## src/design/assert_macros.svh

```systemverilog
// Assertion macros shared by the coefficient solver RTL.
`ifndef ASSERT_MACROS_SVH
`define ASSERT_MACROS_SVH
`ifndef SYNTHESIS
// Checked on every clock edge outside reset.
`define TCS_ASSERT(label, prop) \
   label: assert property (@(posedge clock) disable iff (reset) prop) \
      else $error("tcs assertion failed");
// Checked on every clock edge, reset included.
`define TCS_ASSERT_ALWAYS(label, prop) \
   label: assert property (@(posedge clock) prop) \
      else $error("tcs assertion failed");
`else
`define TCS_ASSERT(label, prop)
`define TCS_ASSERT_ALWAYS(label, prop)
`endif
`endif

```

## src/design/tcs_delay.sv

```systemverilog
// Enabled shift line that keeps a value aligned with the pipeline.
`default_nettype none
module tcs_delay #(
   parameter int W = 64,
   parameter int N = 1
) (
   input  wire logic         clock,
   input  wire logic         advance,
   input  wire logic [W-1:0] din,
   output logic      [W-1:0] dout
);
   logic [W-1:0] tap_ff [0:N-1];

   always_ff @(posedge clock) begin
      if (advance) begin
         tap_ff[0] <= din;
         for (int i = 1; i < N; i++) begin
            tap_ff[i] <= tap_ff[i-1];
         end
      end
   end

   assign dout = tap_ff[N-1];
endmodule
`default_nettype wire

```

## config.mk

```make
export PLATFORM = sky130hd
export DESIGN_NAME = tcs_delay
export DESIGN_NICKNAME = d
export VERILOG_FILES = /design/src/design/assert_macros.svh /design/src/design/tcs_delay.sv
export SDC_FILE = /design/constraint.sdc
export NUM_CORES = 1
export LEC_CHECK = 0
export ABC_AREA = 1
export BUFFER_PORTS_ARGS = -buffer_cell sky130_fd_sc_hd__clkbuf_2
export CAP_MARGIN = 20
export CORE_ASPECT_RATIO = 0.8
export CORE_MARGIN = 2
export CORE_UTILIZATION = 40
export DETAILED_ROUTE_END_ITERATION = 8
export GPL_ROUTABILITY_DRIVEN = 0
export PLACE_DENSITY_LB_ADDON = 0.1
export SYNTH_ARGS = -nofsm -noshare
export SYNTH_HDL_FRONTEND = slang
export SYNTH_SLANG_ARGS = --single-unit
```

## constraint.sdc

```tcl
create_clock -name clock -period 0.8 [get_ports clock]
set_input_delay 0.12 -clock clock [delete_from_list [all_inputs] [get_ports clock]]
set_output_delay 0.12 -clock clock [all_outputs]
set_load 0.01 [all_outputs]
```

======== After elaboration in Yosys (flattened, before gate mapping) ========
Memories as Yosys holds them, arrays and structs flattened.
Cells that the tools add are included.
cells by class
  mux-type cells .......................... 2
operator list
  kind     count
  $mux W1  2
storage, ports and cells
  memories kept ........................... 1
  logic and storage cells ................. 3
  bits of input ports ..................... 66
  bits in registers ....................... 0
  output and inout port bits .............. 64
  RAM bits ................................ 64
memory list
  name    words  bits a word  read ports  clocked after memory_dff  wr ports  RTL line         RTL
  tap_ff  1      64           1           0                         1         tcs_delay.sv:12  logic [W-1:0] tap_ff [0:N-1];

======== Logic depth before layout (Yosys ltp) ========
  depth after elaboration ................. 2
  gate-level depth with buffers ........... 0
  depth with buffers taken out ............ 0

======== Least setup slack after synthesis ========
No wires, ideal clock.
  path kind ............................... reg2out
  from .................................... memory tap_ff[0][0]
  to ...................................... output port dout[0]
  required time ........................... 0.680 ns
  slack ................................... 0.286 ns
  stages on the path, launching flop included .. 1
  arrival time ............................ 0.394 ns
  path buffers ............................ 0
  cells stage by stage .................... edfxtp_1
on the way
  word-level cells in the longest chain between the ends .. 1
ends and longest elaborated chain
  item            RTL line         RTL
  from (decl)     tcs_delay.sv:12
  $mem_v2 Z1 W64  --
  to (decl)       tcs_delay.sv:10  output logic [W-1:0] dout
No other way between the ends.

======== Final worst setup path ========
  from .................................... memory tap_ff[0][29]
  to ...................................... output port dout[29]
The elaborated chain is that of the path after synthesis.

==> metrics.md <==
| Metric | Value |
|---|---|
| H-Tree Level Count | `3` |
| Synth unique cells | `1` |
| Post-Synth XOR/XNOR Area | `0` |
| Die width | `81.5 um` |
| Period Utilization, post-route | `1.24` |
| YS warnings | `0` |
| Hold_sp | `advance` |
| Share of post-route cells with drive strength above 1 | `0.523` |
| Crit path capture type | `output port` |
| IO Port Bufs | `129` |
| Setup repair bufs after CTS | `0` |
| CP Class | `reg2out` |
| Wirelength per Cell | `13.9 um` |
| Crit path max-delay family | `flip-flops` |
| Critical Path Start Type | `flip-flop` |
| Worst hold path type | `in2reg` |
| Final wirelength | `4.68 mm` |
| Synth Area in Adders | `0` |
| Core area | `4600 sq um` |
| TritonCTS clock tree | `yes` |
| Crit path time final | `0.993 ns` |
| WHS Endpoint | `tap_ff[0][40]` |
| WP buf/inv | `1` |
| Layout net count | `338` |
| Sw frac | `0.208` |
| Final WS setup | `-0.193 ns` |
| Post-synthesis simple-gate area fraction | `0` |
| Via density | `4.26` |
| Clock transition at the registers of the reported paths | `0.06 ns` |
| Syn_nets | `130` |
| Peak VDD IR | `1.66 mV` |
| Util after Layout | `0.765` |
| 1st-iter DRT viols | `67` |
| Pwr dens | `2120 nW/um^2` |
| HPWL reported at the end of detailed placement | `2.90 mm` |
| Synth Register Bits | `64` |
| Seq/Total Area, Yosys | `1.00` |
| Initial Utilization | `0.418` |
| DRC | `0` |
| # setup viols final | `64` |
| WP data required | `0.68 ns` |
| Clk buf depth | `2` |
| Crit path from | `tap_ff[0][29]` |
| Number of diodes | `0` |
| Max Slew Vio Count | `0` |
| Logic gate share of total power | `0.120` |
| CP max-delay cell | `edfxtp_1` |
| Post-route antenna net violation count | `0` |
| Clk pwr share | `0.335` |
| Cell Area, Synth | `1920 sq um` |
| Die height | `66.0 um` |
| Pin count of the biggest net entering global routing | `29` |
| Compound-Gate Fraction of Synth Area | `0` |
| Post-synthesis mux area share | `0` |
| P_sw | `1550 uW` |
| Cts bufs inserted | `9` |
| Cells along the critical path | `clkbuf_2` |
| DRT Pass-1 Iters | `4` |
| Clk sinks | `64` |
| Io pins | `130` |
| Grt ovf | `0` |
| Largest Register | `tap_ff` |
| Hold Crit Depth | `2` |
| First-pass GRT wire length | `6.75 mm` |
| Syn_area_per_cell | `30.0 sq um` |
| Max cap viols | `0` |
| CP max stage delay | `0.39 ns` |
| Die ar. | `5380 sq um` |
| Fill count | `276` |
| Max Clk Rate | `1010 MHz` |
| Failing checks | `negative setup slack` |
| Largest cells by area after synthesis | `edfxtp_1 100%` |
| Status | `finished with violations` |
| Max reg flops | `64` |
| CP arrival | `0.87 ns` |
| Pre-CTS setup slack | `-0.0295 ns` |
| Worst slew pin tran | `0.159 ns` |
| Root Buffer | `clkbuf_8` |
| Top flop regs | `tap_ff x64` |
| RSZ-0062 raised after global routing | `yes` |
| Max-slew headroom | `0.894` |
| Row cnt | `22` |
| Internal power | `5890 uW` |
| Initial antenna violation count | `0` |
| Register area | `1920 sq um` |
| Top cell type's share of synthesized area | `1.00` |
| Vias in the first global route | `1475` |
| Gr usage total | `0.185` |
| Leakage power | `0.00155 uW` |
| Multi-input gates | `0` |
| Footprint of the multi-input gates | `0 sq um` |
| Area Overhead vs Synth | `83.0%` |
| Seq pwr share | `0.545` |
| Post-synth top area cell | `edfxtp_1` |
| Vias | `1437` |
| Final hold viol count | `0` |
| Mapped Cells | `64` |
| Crit-path max FO | `1` |
metrics by stage:
step | cells | hold WS (ns) | setup TNS, ns | instance area [sq um] | total power [uW]
6_report | 337 | 0.221 | -9.63 | 3520 | 7440
3_3_place_gp | 257 | 0.297 | -0.239 | 2700 | 4740
2_1_floorplan | 64 | 0.219 | 0 | 1920 | 4270
5_1_grt | 337 | 0.214 | -12.65 | 3520 | 7770
3_5_place_dp | 257 | 0.299 | -0.997 | 2700 | 4770
4_1_cts | 337 | 0.199 | -11.32 | 3520 | 7530
area by class of cell:
class	instances	area share
Timing Repair Buffer	197	0.381
Tap cell	60	0.0213
Sequential cell	64	0.546
Clock buffer	11	0.0374
Clock inverter	5	0.0135
worst max path at each step:
stage / end / slack [ns] / depth (start not counted)
floorplan: dout[0] / 0.29 / 0
finish: dout[29] / -0.19 / 1
global placement: tap_ff[0][61] / -0.01 / 2
global route: dout[43] / -0.23 / 1
CTS: dout[55] / -0.21 / 1
detailed placement: tap_ff[0][24] / -0.03 / 2
repair_timing:
action | in CTS | in global routing
endpoints found under the setup margin | 64 | 64
hold endpoints to repair | 64 | 0
hold buffers | 64 | 0
resized for setup | 0 | 5
layer usage:
layer / GRT usage / vias to the layer above / wire [um]
li1: - / 676 / -
met1: 0.164 / 666 / 1480
met2: 0.330 / 82 / 2560
met3: 0.112 / 13 / 542
met4: 0.0784 / 0 / 100
met5: 0 / - / 0
cells in the final DEF, fill, tap and decap left out, drive strengths merged:
cell and n:
clkbuf 135, bufinv 1, edfxtp 64, dlygate4sd3 64, clkinv 4, buf 9
Yosys cell counts, drive strengths merged:
| cell type | number |
|---|---|
| edfxtp | 64 |
power by group through the flow:
stage	Clock, uW	Combinational [uW]	Sequential, uW
detailed placement	0	640	4130
floorplan	0	0	4270
global route	2730	962	4070
CTS	2580	889	4060
global placement	0	624	4110
finish	2490	894	4050
kinds of logic after synthesis:
kind of cell / after synthesis
flip-flops: 64
(Power assumes the default switching activity.)
